--- src/rtl/assert_macros.svh ---
// Assertion helpers shared by the cache modules.
// Both expect clk and rst_n in scope; checks are off while reset is low.
`ifndef ASSERT_MACROS_SVH
`define ASSERT_MACROS_SVH

// Same-cycle implication or plain property.
`define SALC_ASSERT(label, prop, msg) \
  label: assert property (@(posedge clk) disable iff (!rst_n) prop) \
    else $error(msg);

// Property that holds in the cycle after the trigger.
`define SALC_ASSERT_NEXT(label, pre, post, msg) \
  label: assert property (@(posedge clk) disable iff (!rst_n) (pre) |=> (post)) \
    else $error(msg);

`endif

--- src/rtl/salc_pkg.sv ---
package salc_pkg;

  // Configuration register indexes (byte address / 4)
  localparam logic [1:0] REG_SET_BITS    = 2'd0;
  localparam logic [1:0] REG_OFFSET_BITS = 2'd1;
  localparam logic [1:0] REG_WAYS        = 2'd2;

  localparam int CFG_ADDR_W    = 4;
  localparam int CFG_DATA_W    = 32;
  localparam int SET_BITS_W    = 3;
  localparam int OFFSET_BITS_W = 6;
  localparam int WAYS_CFG_W    = 4;
  localparam int TOTAL_W       = 32;

  localparam logic [1:0] OP_MODIFY = 2'd2;

  typedef struct packed {
    logic [SET_BITS_W-1:0]    set_bits;
    logic [OFFSET_BITS_W-1:0] offset_bits;
    logic [WAYS_CFG_W-1:0]    ways;
  } cfg_t;

  typedef struct packed {
    logic clear;
    logic load_in;
    logic decode;
    logic fetch;
    logic scan;
    logic commit;
  } dp_cmd_t;

  typedef struct packed {
    logic clear_done;
    logic scan_last;
    logic out_free;
  } dp_sts_t;

endpackage

--- src/rtl/salc_ctrl.sv ---
`include "assert_macros.svh"

module salc_ctrl (
  input  logic              clk,
  input  logic              rst_n,
  input  logic              in_valid,
  output logic              in_ready,
  input  salc_pkg::dp_sts_t sts,
  output salc_pkg::dp_cmd_t cmd
);

  localparam logic [2:0] ST_CLEAR  = 3'd0;
  localparam logic [2:0] ST_IDLE   = 3'd1;
  localparam logic [2:0] ST_DECODE = 3'd2;
  localparam logic [2:0] ST_FETCH  = 3'd3;
  localparam logic [2:0] ST_SCAN   = 3'd4;
  localparam logic [2:0] ST_UPDATE = 3'd5;

  logic [2:0] state_r;
  logic [2:0] state_nxt;

  always_comb begin
    state_nxt = state_r;
    unique case (state_r)
      ST_CLEAR:  if (sts.clear_done) state_nxt = ST_IDLE;
      ST_IDLE:   if (in_valid) state_nxt = ST_DECODE;
      ST_DECODE: state_nxt = ST_FETCH;
      ST_FETCH:  state_nxt = ST_SCAN;
      ST_SCAN:   if (sts.scan_last) state_nxt = ST_UPDATE;
      ST_UPDATE: if (sts.out_free) state_nxt = ST_IDLE;
      default:   state_nxt = ST_CLEAR;
    endcase
  end

  always_ff @(posedge clk) begin
    if (!rst_n) begin
      state_r <= ST_CLEAR;
    end else begin
      state_r <= state_nxt;
    end
  end

  assign in_ready    = (state_r == ST_IDLE);
  assign cmd.clear   = (state_r == ST_CLEAR);
  assign cmd.load_in = (state_r == ST_IDLE) & in_valid;
  assign cmd.decode  = (state_r == ST_DECODE);
  assign cmd.fetch   = (state_r == ST_FETCH);
  assign cmd.scan    = (state_r == ST_SCAN);
  assign cmd.commit  = (state_r == ST_UPDATE) & sts.out_free;

  `SALC_ASSERT_NEXT(a_scan_continues, state_r == ST_SCAN && !sts.scan_last,
    state_r == ST_SCAN, "way scan left early")
  `SALC_ASSERT_NEXT(a_commit_to_idle, cmd.commit, state_r == ST_IDLE && in_ready,
    "controller not idle after commit")

endmodule

--- config.mk ---
export PLATFORM = sky130hd
export DESIGN_NAME = salc_ctrl
export DESIGN_NICKNAME = d
export VERILOG_FILES = /design/src/rtl/salc_pkg.sv /design/src/rtl/salc_ctrl.sv
export VERILOG_INCLUDE_DIRS = /design/src /design/src/rtl
export SDC_FILE = /design/constraint.sdc
export NUM_CORES = 1
export LEC_CHECK = 0
export BUFFER_PORTS_ARGS = -buffer_cell sky130_fd_sc_hd__buf_2
export CORE_AREA = 2 2 39 41
export CTS_BUF_LIST = sky130_fd_sc_hd__clkbuf_16
export CTS_CLUSTER_SIZE = 8
export DETAILED_ROUTE_END_ITERATION = 7
export DIE_AREA = 0 0 41 43
export PLACE_DENSITY = 0.48
export SLEW_MARGIN = 20
export SYNTH_ARGS = -nofsm -noshare
export SYNTH_HDL_FRONTEND = slang
export SYNTH_SLANG_ARGS = --single-unit
--- constraint.sdc ---
create_clock -name clk -period 0.8 [get_ports clk]
set_input_delay 0.12 -clock clk [delete_from_list [all_inputs] [get_ports clk]]
set_output_delay 0.12 -clock clk [all_outputs]
set_load 0.05 [all_outputs]
==> reports/qor.yml <==
status:
  status: "finished with violations"
  violations: "negative setup slack"
finish:
  largest_reg_flops: 3
  nFillCells: 130
  layout.cell_area.non_filler_um2: 562
  multiInputGateArea_um2: 194
  seq_area_um2: 71.3
  final_common_cell: "buf_6"
  syn_to_final_growth_pct: 160
  top_regs: "state_r: 3 flops"
  drive_above_1_share_pct: 77.1
  nets: 55
  final_cell_mix: "buf_6 (8), buf_2 (5), buf_4 (5)"
  insertedDiodeCount: 0
  top_register: "state_r"
floorplan:
  die-height_um: 43
  core_um2: 1380
  io_pins: 13
  die_w_um: 41
  dieArea_um2: 1760
  fp-row-count: 14
  start_util_pct: 15.6
synth:
  synthAdderAreaFrac_pct: 0
  yosys_warnings: 0
  synthXorXnorAreaFrac_pct: 0
  synth_area_um2: 216
  synth_cells: 25
  synth-simple-area-share_pct: 42.2
  syn-num-nets: 31
  synth_compound_area_share_pct: 10.4
  syn_avg_cell_area_um2: 8.66
  synthMuxAreaShare_pct: 9.25
  synth_top_family_by_area: "simple AND/OR/NAND/NOR gates"
  synth-seq-cells: 3
  yosysUniqueCellTypes: 17
  ys_seq_area_share_pct: 27.7
critical_path:
  worstSetupStartpointType: "flip-flop"
  critPathRequiredTime_ns: 0.68
  crit_type: "flip-flop to output pin"
  rrSetupSlack_ns: -0.22
  reg2reg_to: "state_r[0]"
  r2r_start: "state_r[2]"
  endpoint_kind: "output pin"
  worst_ep_arrival_time_ns: 1.06
  worst-path-max-fanout: 8
  rr_worst_depth: 5
clock_network:
  cts_tree: "done"
  cts_sinks: 3
  clockBufferDepth: 2
  clkTransAtPathRegs_ns: 0.03
  insertion_delay_ns: 0.22
  cts_root_buffer: "clkbuf_16"
  hold_buffers: 0
  htree_levels: 1
  cts_made_buffers: 3
global_route:
  grt_max_degree: 9
  grt_overflow: 0
  grt_use_total_pct: 7.42
  grt_pass1_wl_um: 862
  grt_pass1_vias: 240
  antenna_found_initial: 0
power:
  ir_worst_vdd_mv: 0.752
  powerDensity_nw_per_um2: 2310
  p_leak_nw: 0.243
sta:
  setup_violations: 10
  slew_headroom_pct: 87.7
  setup_ws_ns: -0.379
  rsz0062_at_grt: "true"
  tightest_slew_ns: 0.179
  fin_skew_ns: 0.000432
  hold_viol: 0
  period_minus_slack_ns: 1.18
  max_freq_mhz: 848
  slew_violations: 0
  post-route-period-util_pct: 147
routing:
  wl_um: 574
  viasPerCell: 3.97
  drc: 0
  ant_nets: 0
  met3WireLength_um: 21
  met2_length_um: 314
  met1_length_um: 238
  wl_per_cell_um: 8.97
  vias: 254
  drtIter0Drc: 2
  dr.pass1.iters: 3
  routed.top_layer: "met3"
min_path:
  min_to: "state_r[2]"
  worstHoldStart: "rst_n"
  hp-class: "primary input to flip-flop"
  hold_depth: 2
place:
  post_dp_cell_area_um2: 370
  pre_cts_ws_ns: -0.265
  gp_congestion: 0.690
  hpwlAfterDp_um: 394
  io_buffers: 12
run:
  drv_cap: 0
layer usage:
layer | vias up | track usage [%]
li1 | 133 | -
met1 | 116 | 8.65
met2 | 5 | 10.0
met3 | 0 | 1.57
met4 | 0 | 8.00
met5 | - | 0
cells in the mapped netlist, drive strengths merged:
master  n  share of area (%)
nand3   1                2.3
a21oi   2                4.6
nand2   1                1.7
nor2b   1                2.9
nor3b   3                 13
dfxtp   3                 28
mux2i   2                9.2
nor2    3                5.2
nor3    1                2.3
and3b   2                8.7
o21a    1                3.5
nand2b  1                2.9
buf     2                 10
nand3b  1                3.5
o21ai   1                2.3
power breakdown:
| group | total (mW) | internal (mW) | leakage [nW] | switching [mW] |
|---|---|---|---|---|
| clock | 0.772 | 0.644 | 0.0423 | 0.128 |
| sequential | 0.195 | 0.162 | 0.0267 | 0.0335 |
| combinational | 0.328 | 0.165 | 0.174 | 0.163 |
| total | 1.30 | 0.970 | 0.243 | 0.325 |
layout make-up:
class | count | area share, %
clock inverters | 1 | 0.668
well taps | 16 | 3.56
clock buffers | 3 | 13.4
multi-input cells | 20 | 34.5
flip-flops and latches | 3 | 12.7
repair buffers | 21 | 35.2
worst max-delay path, cell delays in order, from the launching register on:
cell,delay [ns]
dfxtp_4,0.36
buf_6,0.12
nor3_4,0.17
buf_6,0.18
how the worst max path moves through the flow:
stage	start	endpoint	slack, ns	cells past startpoint
after floorplan	state_r[0]	in_ready	-0.29	2
after CTS	state_r[1]	cmd[4]	-0.41	3
after global placement	state_r[1]	cmd[4]	-0.28	3
after global routing	state_r[1]	cmd[4]	-0.41	3
after detailed placement	state_r[1]	cmd[0]	-0.26	3
final	state_r[0]	cmd[5]	-0.38	3
cell families after synthesis:
kind of cell / Yosys count
and+or+nand+nor: 14
AOI/OAI and AO/OA: 4
DFF: 3
muxes: 2
buffers and inverters: 2
repair_timing:
action | CTS | global route
gates resized for setup | 22 | 4
pin swaps | 3 | 3
endpoints found under the setup margin | 10 | 10
setup buffers | 4 | 0
cloned | 0 | 0
per-stage QoR:
step / power (mW) / util, % / setup TNS (ns) / hold WS (ns) / instances
4_1_cts: 1.31 / 39.6 / -2.90 / 0.136 / 64
3_3_place_gp: 0.454 / 26.8 / -2.26 / 0.362 / 56
5_1_grt: 1.35 / 40.6 / -3.23 / 0.144 / 64
6_report: 1.30 / 40.6 / -2.89 / 0.136 / 64
3_5_place_dp: 0.453 / 26.8 / -2.21 / 0.358 / 56
2_1_floorplan: 0.391 / - / -1.75 / 0.238 / 25
(Power assumes the default switching activity.)
