==> config.mk <==
export PLATFORM = sky130hd
export DESIGN_NAME = salc_regs
export DESIGN_NICKNAME = d
export VERILOG_FILES = /design/src/rtl/assert_macros.svh /design/src/rtl/salc_pkg.sv /design/src/rtl/salc_regs.sv
export SDC_FILE = /design/constraint.sdc
export NUM_CORES = 1
export LEC_CHECK = 0
export BUFFER_PORTS_ARGS = -buffer_cell sky130_fd_sc_hd__clkbuf_2
export CAP_MARGIN = 15
export CORE_UTILIZATION = 35
export DETAILED_ROUTE_END_ITERATION = 6
export GPL_TIMING_DRIVEN = 0
export PLACE_DENSITY_LB_ADDON = 0.3
export SYNTH_ARGS = -nofsm -noshare
export SYNTH_HDL_FRONTEND = slang
export SYNTH_SLANG_ARGS = --single-unit
==> constraint.sdc <==
create_clock -name clk -period 0.9 [get_ports clk]
set_input_delay 0.045 -clock clk [delete_from_list [all_inputs] [get_ports clk]]
set_output_delay 0.045 -clock clk [all_outputs]
set_load 0.02 [all_outputs]
==> src/rtl/assert_macros.svh <==
// Assertion helpers shared by the cache modules.
// Both expect clk and rst_n in scope; checks are off while reset is low.
`ifndef ASSERT_MACROS_SVH
`define ASSERT_MACROS_SVH

// Same-cycle implication or plain property.
`define SALC_ASSERT(label, prop, msg) \
  label: assert property (@(posedge clk) disable iff (!rst_n) prop) \
    else $error(msg);

// Property that holds in the cycle after the trigger.
`define SALC_ASSERT_NEXT(label, pre, post, msg) \
  label: assert property (@(posedge clk) disable iff (!rst_n) (pre) |=> (post)) \
    else $error(msg);

`endif

==> src/rtl/salc_pkg.sv <==
package salc_pkg;

  // Configuration register indexes (byte address / 4)
  localparam logic [1:0] REG_SET_BITS    = 2'd0;
  localparam logic [1:0] REG_OFFSET_BITS = 2'd1;
  localparam logic [1:0] REG_WAYS        = 2'd2;

  localparam int CFG_ADDR_W    = 4;
  localparam int CFG_DATA_W    = 32;
  localparam int SET_BITS_W    = 3;
  localparam int OFFSET_BITS_W = 6;
  localparam int WAYS_CFG_W    = 4;
  localparam int TOTAL_W       = 32;

  localparam logic [1:0] OP_MODIFY = 2'd2;

  typedef struct packed {
    logic [SET_BITS_W-1:0]    set_bits;
    logic [OFFSET_BITS_W-1:0] offset_bits;
    logic [WAYS_CFG_W-1:0]    ways;
  } cfg_t;

  typedef struct packed {
    logic clear;
    logic load_in;
    logic decode;
    logic fetch;
    logic scan;
    logic commit;
  } dp_cmd_t;

  typedef struct packed {
    logic clear_done;
    logic scan_last;
    logic out_free;
  } dp_sts_t;

endpackage

==> src/rtl/salc_regs.sv <==
module salc_regs (
  input  logic                               clk,
  input  logic                               rst_n,
  input  logic                               psel,
  input  logic                               penable,
  input  logic                               pwrite,
  input  logic [salc_pkg::CFG_ADDR_W-1:0]    paddr,
  input  logic [salc_pkg::CFG_DATA_W-1:0]    pwdata,
  output logic [salc_pkg::CFG_DATA_W-1:0]    prdata,
  output logic                               pready,
  output salc_pkg::cfg_t                     cfg
);

  logic [salc_pkg::SET_BITS_W-1:0]    set_bits_r;
  logic [salc_pkg::OFFSET_BITS_W-1:0] offset_bits_r;
  logic [salc_pkg::WAYS_CFG_W-1:0]    ways_r;
  logic [1:0]                         reg_idx;
  logic                               wr_en;

  assign reg_idx = paddr[salc_pkg::CFG_ADDR_W-1:2];
  assign wr_en   = psel & penable & pwrite;
  assign pready  = 1'b1;

  always_ff @(posedge clk) begin
    if (!rst_n) begin
      set_bits_r    <= '0;
      offset_bits_r <= '0;
      ways_r        <= salc_pkg::WAYS_CFG_W'(1);
    end else if (wr_en) begin
      unique case (reg_idx)
        salc_pkg::REG_SET_BITS: begin
          set_bits_r <= pwdata[salc_pkg::SET_BITS_W-1:0];
        end
        salc_pkg::REG_OFFSET_BITS: begin
          offset_bits_r <= pwdata[salc_pkg::OFFSET_BITS_W-1:0];
        end
        salc_pkg::REG_WAYS: begin
          ways_r <= pwdata[salc_pkg::WAYS_CFG_W-1:0];
        end
        default: begin
        end
      endcase
    end
  end

  always_comb begin
    unique case (reg_idx)
      salc_pkg::REG_SET_BITS:    prdata = salc_pkg::CFG_DATA_W'(set_bits_r);
      salc_pkg::REG_OFFSET_BITS: prdata = salc_pkg::CFG_DATA_W'(offset_bits_r);
      salc_pkg::REG_WAYS:        prdata = salc_pkg::CFG_DATA_W'(ways_r);
      default:                   prdata = '0;
    endcase
  end

  assign cfg.set_bits    = set_bits_r;
  assign cfg.offset_bits = offset_bits_r;
  assign cfg.ways        = ways_r;

endmodule

==> impl_metrics.toml, run 1 <==
[finish]
finish.net_count = 209
area_delta_synth_final_pct = 65.04
final_util_pct = 62.41
post_layout_instance_count_excluding_filler_cells = 195
drive_above_1_share_pct = 53.89
num_antenna_cells = 0

[yosys]
area_share_of_the_largest_cell_type_after_synthesis_pct = 30.81
synth.top_cells.by_count = "buf_4 (27), nand2_1 (22), mux2i_1 (15)"
async_reset_ff_share_pct = 0
yosysWarnings = 0
post_synth.cell_area_avg_um2 = 8.531
sequential_cell_area_fraction_in_the_yosys_report_pct = 30.81
syn-cell-area_um2 = 844.6
ys_seq_elements = 13
count_leader_synth = "buf_4"
synth_area_leaders = "dfxtp_1 (31%), buf_4 (24%), mux2i_1 (18%)"
synth.largest_area_cell = "dfxtp_1"
synthCells = 99
predominant_post_synthesis_flop_cell = "dfxtp_1"
yosys.cell_types.count = 20
synth_edf_count = 0

[sta]
grt_setup_unrepaired = "true"
setup_viol = 5
achievable-frequency_ghz = 0.9564
finalMaxSlewViolations = 0
final_min_period_over_clock_period_pct = 116.2
worst_clock_skew_ns = 0
hold_viol = 0
setup_slack_ns = -0.1456
post-route-min-period_ns = 1.046

[die]
die-height_um = 51.12
core_area_um2 = 2233
chipWidth_um = 51.12
initial_utilization_pct = 37.82
rows = 17
io-pin-count = 87
area_of_the_die_um2 = 2613

[power]
vdd_ir_drop_max_mv = 0.8160
static-leakage-power_nw = 0.7453
power-per-cell-area_nw_per_um2 = 942.1

[run]
maxCapViolCount = 0

[setup_path]
cpMaxStageDelayCell = "dfxtp_2"
crit_path_max_fanout = 2
path_delay_family = "flip-flops"
cp_slowest_stage_delay_ns = 0.33
worst_ep_required_time_ns = 0.85
start_kind = "flop"
critPathArrivalTime_ns = 1.00
cp_cell_sequence = "mux2i_1 > o21ai_2 > clkbuf_8"
critical_path.endpoint_type = "primary output"
worst-path-stages = 3
r2r.worst_path.cells = 3
sum_of_buffers_and_inverters_on_the_critical_path = 1
critPathKind = "reg -> out"

[worst_hold_path]
hold_path.class = "in -> reg"
cells_on_worst_hold_path = 3

[route]
drt_first_pass_iters = 4
wl_um = 1991
route.vias.total = 773
remaining_drc_errors = 0
wl_per_cell_um = 10.21
ant_nets = 0
post_drt_via_cell_ratio = 3.964
detail_route.iter0.violations = 7

[global_route]
grt_max_degree = 11
grt_first_pass_wirelength_um = 2973
antenna_found_initial = 0
vias_in_the_first_global_route = 702
globalRouteOverflowTotal = 0
gr-usage-all-layers_pct = 15.65

[clock_network]
clock_latency_ns = 0.28
path_clk_slew_ns = 0.08
ctsLongestPathBuffers = 2
cts.sink_count = 13
ctsRootBufferMaster = "clkbuf_4"
inserted_clock_buffers = 3
cts_tree = "done"
cts_h_tree_depth = 1

[placement]
io_buffers = 29
place_worst_setup_slack_ns = -0.1497
place.detailed.instances = 181
post-dp-hpwl_um = 1352
gp_congestion = 0.7421

[status]
status = "finished, violations left"
violated_checks = "setup timing"
## cells in the final DEF, fill, tap and decap left out, drive strengths merged, types with 2 or more instances in the layout
master,n
dlygate4sd3,2
nand2,22
and2,4
clkbuf,22
mux2i,15
o21ai,3
conb,27
dfxtp,13
buf,51
## per-layer routing
layer  track usage, %  up-vias  routed length, µm
li1                 -      399                  -
met1            16.97      330                740
met2            28.73       38               1037
met3            2.381        6                162
met4            8.333        0                 50
met5                0        -                  0
## sequential cells by signal (all words and copies together), names as in the netlist
register	flops
set_bits_r	3
offset_bits_r	6
ways_r	4
## power by group
part           internal [mW]  leakage [nW]  switching (mW)
Clock                  0.172        0.0150           0.191
Combinational          0.163         0.620           0.199
Sequential             0.583         0.110         0.00514
## per-stage QoR
stage	cell area, µm²	power [mW]	hold slack, ns	TNS (ns)
floorplan	949.7	0.8725	0.1735	0
global route	1394	1.382	0.03478	-0.8460
detailed placement	1130	0.9259	0.2852	-1.104
CTS	1329	1.312	0.01349	-0.6778
global placement	1130	0.9229	0.2786	-0.9662
finish	1394	1.313	0.03185	-0.5078
## timing repair
item / 4_1_cts / 5_1_grt
hold endpoints to repair: 2 / 0
pin swaps: 1 / 0
gates resized for setup: 28 / 30
endpoints found under the setup margin: 6 / 15
setup buffers: 8 / 0
hold buffers: 2 / 0
## worst reg2reg max path: cells and delay by family (launching register included)
kind                   cells  cell delay [ns]
DFF                        1             0.34
and+or+nand+nor            1             0.05
muxes                      1             0.13
buffers and inverters      1             0.10
## worst paths after layout
path                                        from  slack, ns          endpoint
worst max-delay path            offset_bits_r[1]      -0.15         prdata[1]
worst min-delay path                   pwdata[0]       0.03  offset_bits_r[0]
worst max register to register     set_bits_r[1]       0.22     set_bits_r[1]
worst min register to register     set_bits_r[0]       0.48     set_bits_r[0]
## cell type report
| class | count | area [µm²] |
|---|---|---|
| multi-input cells | 78 | 449.2 |
| plain buffers | 32 | 239.0 |
| repair buffers | 39 | 367.9 |
| flip-flops and latches | 13 | 272.8 |
| inverters | 1 | 3.754 |
| fillers | 191 | 839.6 |
| clock buffers | 4 | 26.28 |
| well taps | 28 | 35.03 |
## kinds of logic (layout without fill, tap and decap cells)
group           after synthesis  count (layout)  share of synthesized area [%]
other cells                   2              27                         0.8892
simple gates                 31              31                          17.93
compound gates                5               5                          3.852
flops                        13              13                          30.81
mux                          15              15                          17.78
buf+inv                      33              76                          28.74
Note: power is estimated with default switching activity, not from simulation.
==> run 2, diff against run 1 <==
- CELL_PAD_IN_SITES_DETAIL_PLACEMENT: not set -> 1
- CELL_PAD_IN_SITES_GLOBAL_PLACEMENT: not set -> 2
- CORE_UTILIZATION: 35 -> 16
==> run 2 against run 1 <==
  * The flow still finishes with violations (setup timing)
  * Critical path depth unchanged
  * Routed wire length increased by 18%
  * Setup slack improved by 0.040 ns
  * Clock skew unchanged
  * Clock power increased by 41%
  * Maximum frequency increased by 3.9%
  * Flip-flop and latch count unchanged
  * Clock-buffer cell count unchanged
  * Final cell count increased by 20%
  * Design area increased by 0.54%
  * Largest cell class unchanged
  * Largest power group unchanged
  * Highest routed layer unchanged
==> impl_metrics.toml, run 2 (synthesis results as in run 1) <==
[setup_path]
start_kind = "flop"
cpMaxStageDelayCell = "dfxtp_2"
cp_cell_sequence = "mux2i_1 > o21ai_2 > clkbuf_8"
worst_ep_required_time_ns = 0.85
cp_slowest_stage_delay_ns = 0.33
crit_path_max_fanout = 3
critical_path.endpoint_type = "primary output"
critPathArrivalTime_ns = 0.96
critPathKind = "reg -> out"

[finish]
regMostFlops = "offset_bits_r"
area_delta_synth_final_pct = 65.93
top_library_cells_by_usage_in_the_layout_fill_and_taps_aside = "buf_4 (34), conb_1 (27), nand2_1 (22), clkbuf_2 (17), mux2i_1 (14)"
fillerInstances = 634
final_cell_area_um2 = 1401
finish.net_count = 206
final_util_pct = 27.44
layout.cells.most_common = "buf_4"
largest_reg_flops = 6
num_antenna_cells = 0
top_regs = "offset_bits_r x6, ways_r x4, set_bits_r x3"
drive_above_1_share_pct = 55.49

[run]
maxCapViolCount = 0

[sta]
grt_setup_unrepaired = "true"
setup_viol = 4
final_min_period_over_clock_period_pct = 111.8
achievable-frequency_ghz = 0.9942
finalMaxSlewViolations = 0
post-route-min-period_ns = 1.006
hold_viol = 0
timing.hold.ws_ns = 0.03003
worst_clock_skew_ns = 0
tns_ns = -0.3463
setup_slack_ns = -0.1059

[route]
post_drt_via_cell_ratio = 3.333
ant_nets = 0
wl_per_cell_um = 10.04
remaining_drc_errors = 0
detail_route.iter0.violations = 11
route.vias.total = 780
drt_first_pass_iters = 4
wl_um = 2350

[global_route]
globalRouteOverflowTotal = 0
grt_max_degree = 11
grt_first_pass_wirelength_um = 3684
antenna_found_initial = 0
vias_in_the_first_global_route = 793
gr-usage-all-layers_pct = 8.909

[clock_network]
path_clk_slew_ns = 0.06
cts_tree = "done"
ctsLongestPathBuffers = 2
cts_h_tree_depth = 1
clock_latency_ns = 0.24
cts.sink_count = 13
cts_hold_buf = 0
inserted_clock_buffers = 3
ctsRootBufferMaster = "clkbuf_8"

[status]
status = "finished, violations left"
violated_checks = "setup timing"

[placement]
place_worst_setup_slack_ns = -0.1955
gp_congestion = 0.7080
post-dp-hpwl_um = 1964
place_area_um2 = 1182
io_buffers = 29

[die]
die-height_um = 74.66
rows = 26
chipWidth_um = 74.66
area_of_the_die_um2 = 5573
core_area_um2 = 5107
io-pin-count = 87
initial_utilization_pct = 16.54

[power]
power-per-cell-area_nw_per_um2 = 1041
static-leakage-power_nw = 0.7327
vdd_ir_drop_max_mv = 0.3481

[worst_hold_path]
hold_path.class = "in -> reg"
-- run 2: metal layers --
layer	global-route usage, %	vias to the layer above	routed length (µm)
li1	-	390	-
met1	9.454	361	879
met2	16.82	27	1318
met3	1.606	2	125
met4	4.403	0	27
met5	0	-	0
-- run 2: timing repair --
| item | CTS | global route |
|---|---|---|
| pin swaps | 1 | 1 |
| buffers inserted | 6 | 1 |
| resized for setup | 23 | 25 |
| setup endpoints to repair | 6 | 13 |
-- run 2: cell type report --
class	instances	area, µm²	area share, %
multi-input combinational	78	460.4	32.86
timing repair buffer	36	291.5	20.80
sequential	13	274.0	19.55
buffer	32	239.0	17.05
tap	70	87.58	6.250
clock buffer	4	45.04	3.214
inverter	1	3.754	0.2679
-- run 2: power breakdown --
part           internal, mW  switching, mW  leakage [nW]
clock                 0.312          0.201        0.0228
combinational         0.153          0.202         0.599
sequential            0.585        0.00575         0.111
total                  1.05          0.409         0.733
-- run 2: worst paths after layout --
| check | slack, ns | startpoint | cells past startpoint | end |
|---|---|---|---|---|
| worst max-delay path | -0.11 | offset_bits_r[2] | 3 | prdata[2] |
| worst min-delay path | 0.03 | pwdata[5] | 3 | offset_bits_r[5] |
| worst max register to register | 0.17 | offset_bits_r[0] | 3 | offset_bits_r[0] |
| worst min register to register | 0.47 | offset_bits_r[4] | 2 | offset_bits_r[4] |
-- run 2: through the flow --
step	total power, mW	cells
finish	1.459	234
global placement	0.9279	223
floorplan	0.8725	124
detailed placement	0.9323	223
global route	1.551	234
CTS	1.467	233
-- run 2: critical path, delay by kind of cell (launching register included) --
family	cells	cell delay [ns]
DFF	1	0.33
muxes	1	0.18
buffers and inverters	1	0.15
AOI/OAI and AO/OA	1	0.07
==> run 3, diff against run 2 <==
- ABC_AREA: not set -> 1
- CORE_UTILIZATION: 16 -> 15
==> run 3 against run 2 <==
  * The run still ends with setup timing left
  * Global-route usage hardly changed
  * Area after synthesis is 3.1% higher
  * Clock skew stayed put
  * Setup slack better by 0.092 ns
  * Final cell count is 19% higher
  * Critical path type unchanged
  * Highest routed layer unchanged
==> impl_metrics.toml, run 3 <==
[finish]
regMostFlops = "offset_bits_r"
layout.cells.most_common = "buf_4"
multi_input_area_um2 = 489.2
area_delta_synth_final_pct = 71.84
drive_above_1_share_pct = 52.17
layout.area.seq_um2 = 276.5
fillerInstances = 725
top_library_cells_by_usage_in_the_layout_fill_and_taps_aside = "buf_4 (38), nor2_1 (27), conb_1 (27), nand2_1 (21), clkbuf_2 (18)"
top_regs = "offset_bits_r x6, ways_r x4, set_bits_r x3"
finish.net_count = 249
largest_reg_flops = 6
num_antenna_cells = 0

[die]
rows = 27
io-pin-count = 87
area_of_the_die_um2 = 6114
core_area_um2 = 5540
die-height_um = 78.20
initial_utilization_pct = 15.72
chipWidth_um = 78.20

[setup_path]
critPathKind = "reg -> out"
worst_ep_required_time_ns = 0.85
cpMaxStageDelayCell = "dfxtp_2"
critPathArrivalTime_ns = 0.87
critical_path.endpoint_type = "primary output"
path_delay_family = "flip-flops"
crit_path_max_fanout = 3
cp_slowest_stage_delay_ns = 0.33
sum_of_buffers_and_inverters_on_the_critical_path = 1
cp_cell_sequence = "nand2_1 > nand3_2 > buf_8"
start_kind = "flop"

[yosys]
yosys.cell_types.count = 14
async_reset_ff_share_pct = 0
sequential_cell_area_fraction_in_the_yosys_report_pct = 29.89
synth.largest_area_cell = "dfxtp_1"
predominant_post_synthesis_flop_cell = "dfxtp_1"
synth_edf_count = 0
post_synth.cell_area_avg_um2 = 6.451
synthCells = 135
area_share_of_the_largest_cell_type_after_synthesis_pct = 29.89
count_leader_synth = "nor2_1"
ys_seq_elements = 13
synth.top_cells.by_count = "nor2_1 (29), nand2_1 (28), buf_4 (27)"
yosysWarnings = 0
synth_area_leaders = "dfxtp_1 (30%), buf_4 (23%), nor2_1 (13%)"
syn-cell-area_um2 = 870.8

[placement]
post-dp-hpwl_um = 2083
gp_congestion = 0.6826
io_buffers = 31
place_worst_setup_slack_ns = -0.1054

[clock_network]
ctsRootBufferMaster = "clkbuf_8"
cts.sink_count = 13
ctsLongestPathBuffers = 2
cts_tree = "done"
inserted_clock_buffers = 3
cts_hold_buf = 0
clock_latency_ns = 0.24
path_clk_slew_ns = 0.05
cts_h_tree_depth = 1

[global_route]
grt_first_pass_wirelength_um = 4119
globalRouteOverflowTotal = 0
antenna_found_initial = 0
gr-usage-all-layers_pct = 8.895
grt_max_degree = 11
vias_in_the_first_global_route = 871

[sta]
setup_slack_ns = -0.01354
worst_clock_skew_ns = 0
final_min_period_over_clock_period_pct = 101.5
grt_setup_unrepaired = "true"
setup_viol = 3
hold_viol = 0
achievable-frequency_ghz = 1.095
post-route-min-period_ns = 0.9135
finalMaxSlewViolations = 0
timing.hold.ws_ns = 0.04626

[route]
remaining_drc_errors = 0
wl_um = 2714
post_drt_via_cell_ratio = 3.358
detail_route.iter0.violations = 25
ant_nets = 0
wl_per_cell_um = 9.728
route.vias.total = 937
drt_first_pass_iters = 4

[power]
power-per-cell-area_nw_per_um2 = 1053
swShare_pct = 31.24
switchingPower_mw = 0.4922
clk_pwr_share_pct = 34.2
design_power_mw = 1.576
power_frac_seq_pct = 38.2
vdd_ir_drop_max_mv = 0.4581
power_report.internal_total_mw = 1.083
static-leakage-power_nw = 0.8080
combPwrFrac_pct = 27.6

[worst_hold_path]
hold_path.class = "in -> reg"

[run]
maxCapViolCount = 0

[status]
status = "finished, violations left"
violated_checks = "setup timing"
-- run 3: kinds of logic (layout without fill, tap and decap cells) --
| logic type | Yosys count | count (layout) | synth area share, % |
|---|---|---|---|
| buf+inv | 40 | 87 | 29.02 |
| compound gates | 1 | 1 | 0.5742 |
| other cells | 2 | 27 | 0.8624 |
| simple gates | 79 | 79 | 39.66 |
| flops | 13 | 13 | 29.89 |
-- run 3: cell type report --
cell class	instances	share of cell area (%)
Multi-Input combinational cell	107	32.69
Timing Repair Buffer	43	22.91
Sequential cell	13	18.48
Buffer	29	14.13
Tap cell	72	6.020
Clock buffer	4	3.010
Inverter	11	2.759
-- run 3: path summary, 6_finish.rpt --
check	depth (start not counted)	slack [ns]	endpoint	from
setup reg to reg	4	0.10	set_bits_r[0]	set_bits_r[0]
hold reg to reg	2	0.49	offset_bits_r[1]	offset_bits_r[1]
setup / recovery	3	-0.01	prdata[1]	ways_r[1]
hold / removal	3	0.05	ways_r[1]	rst_n
-- run 3: layer usage --
metal	wire length (µm)	track usage (%)	up-vias
li1	-	-	498
met1	1279	11.18	407
met2	1225	13.86	27
met3	154	2.442	5
met4	54	4.444	0
met5	0	0	-
-- run 3: worst min-delay path: stages --
cell and delay [ns]:
clkbuf_2 0.11, nand2_1 0.07, nor2_1 0.03
-- run 3: per-stage QoR --
| stage | std cells | utilization, % | area [µm²] | TNS [ns] |
|---|---|---|---|---|
| 2_1_floorplan | 160 | - | 964.7 | 0 |
| 3_3_place_gp | 263 | 21.84 | 1210 | -0.6568 |
| 3_5_place_dp | 263 | 21.84 | 1210 | -1.015 |
| 4_1_cts | 274 | 25.20 | 1396 | -0.1899 |
| 5_1_grt | 279 | 27.01 | 1496 | -0.2787 |
| 6_report | 279 | 27.01 | 1496 | -0.02907 |
-- run 3: repair_timing --
| action | 4_1_cts | 5_1_grt |
|---|---|---|
| buffers inserted | 7 | 5 |
| endpoints found under the setup margin | 6 | 12 |
| gates resized for setup | 31 | 33 |
| pin swaps | 6 | 5 |
-- run 3: power groups by stage --
stage	Combinational [mW]	Sequential, mW	Clock, mW
after CTS	0.408	0.600	0.571
after global routing	0.474	0.602	0.589
final	0.436	0.601	0.539
after detailed placement	0.381	0.611	0
after floorplan	0.284	0.625	0
after global placement	0.381	0.611	0
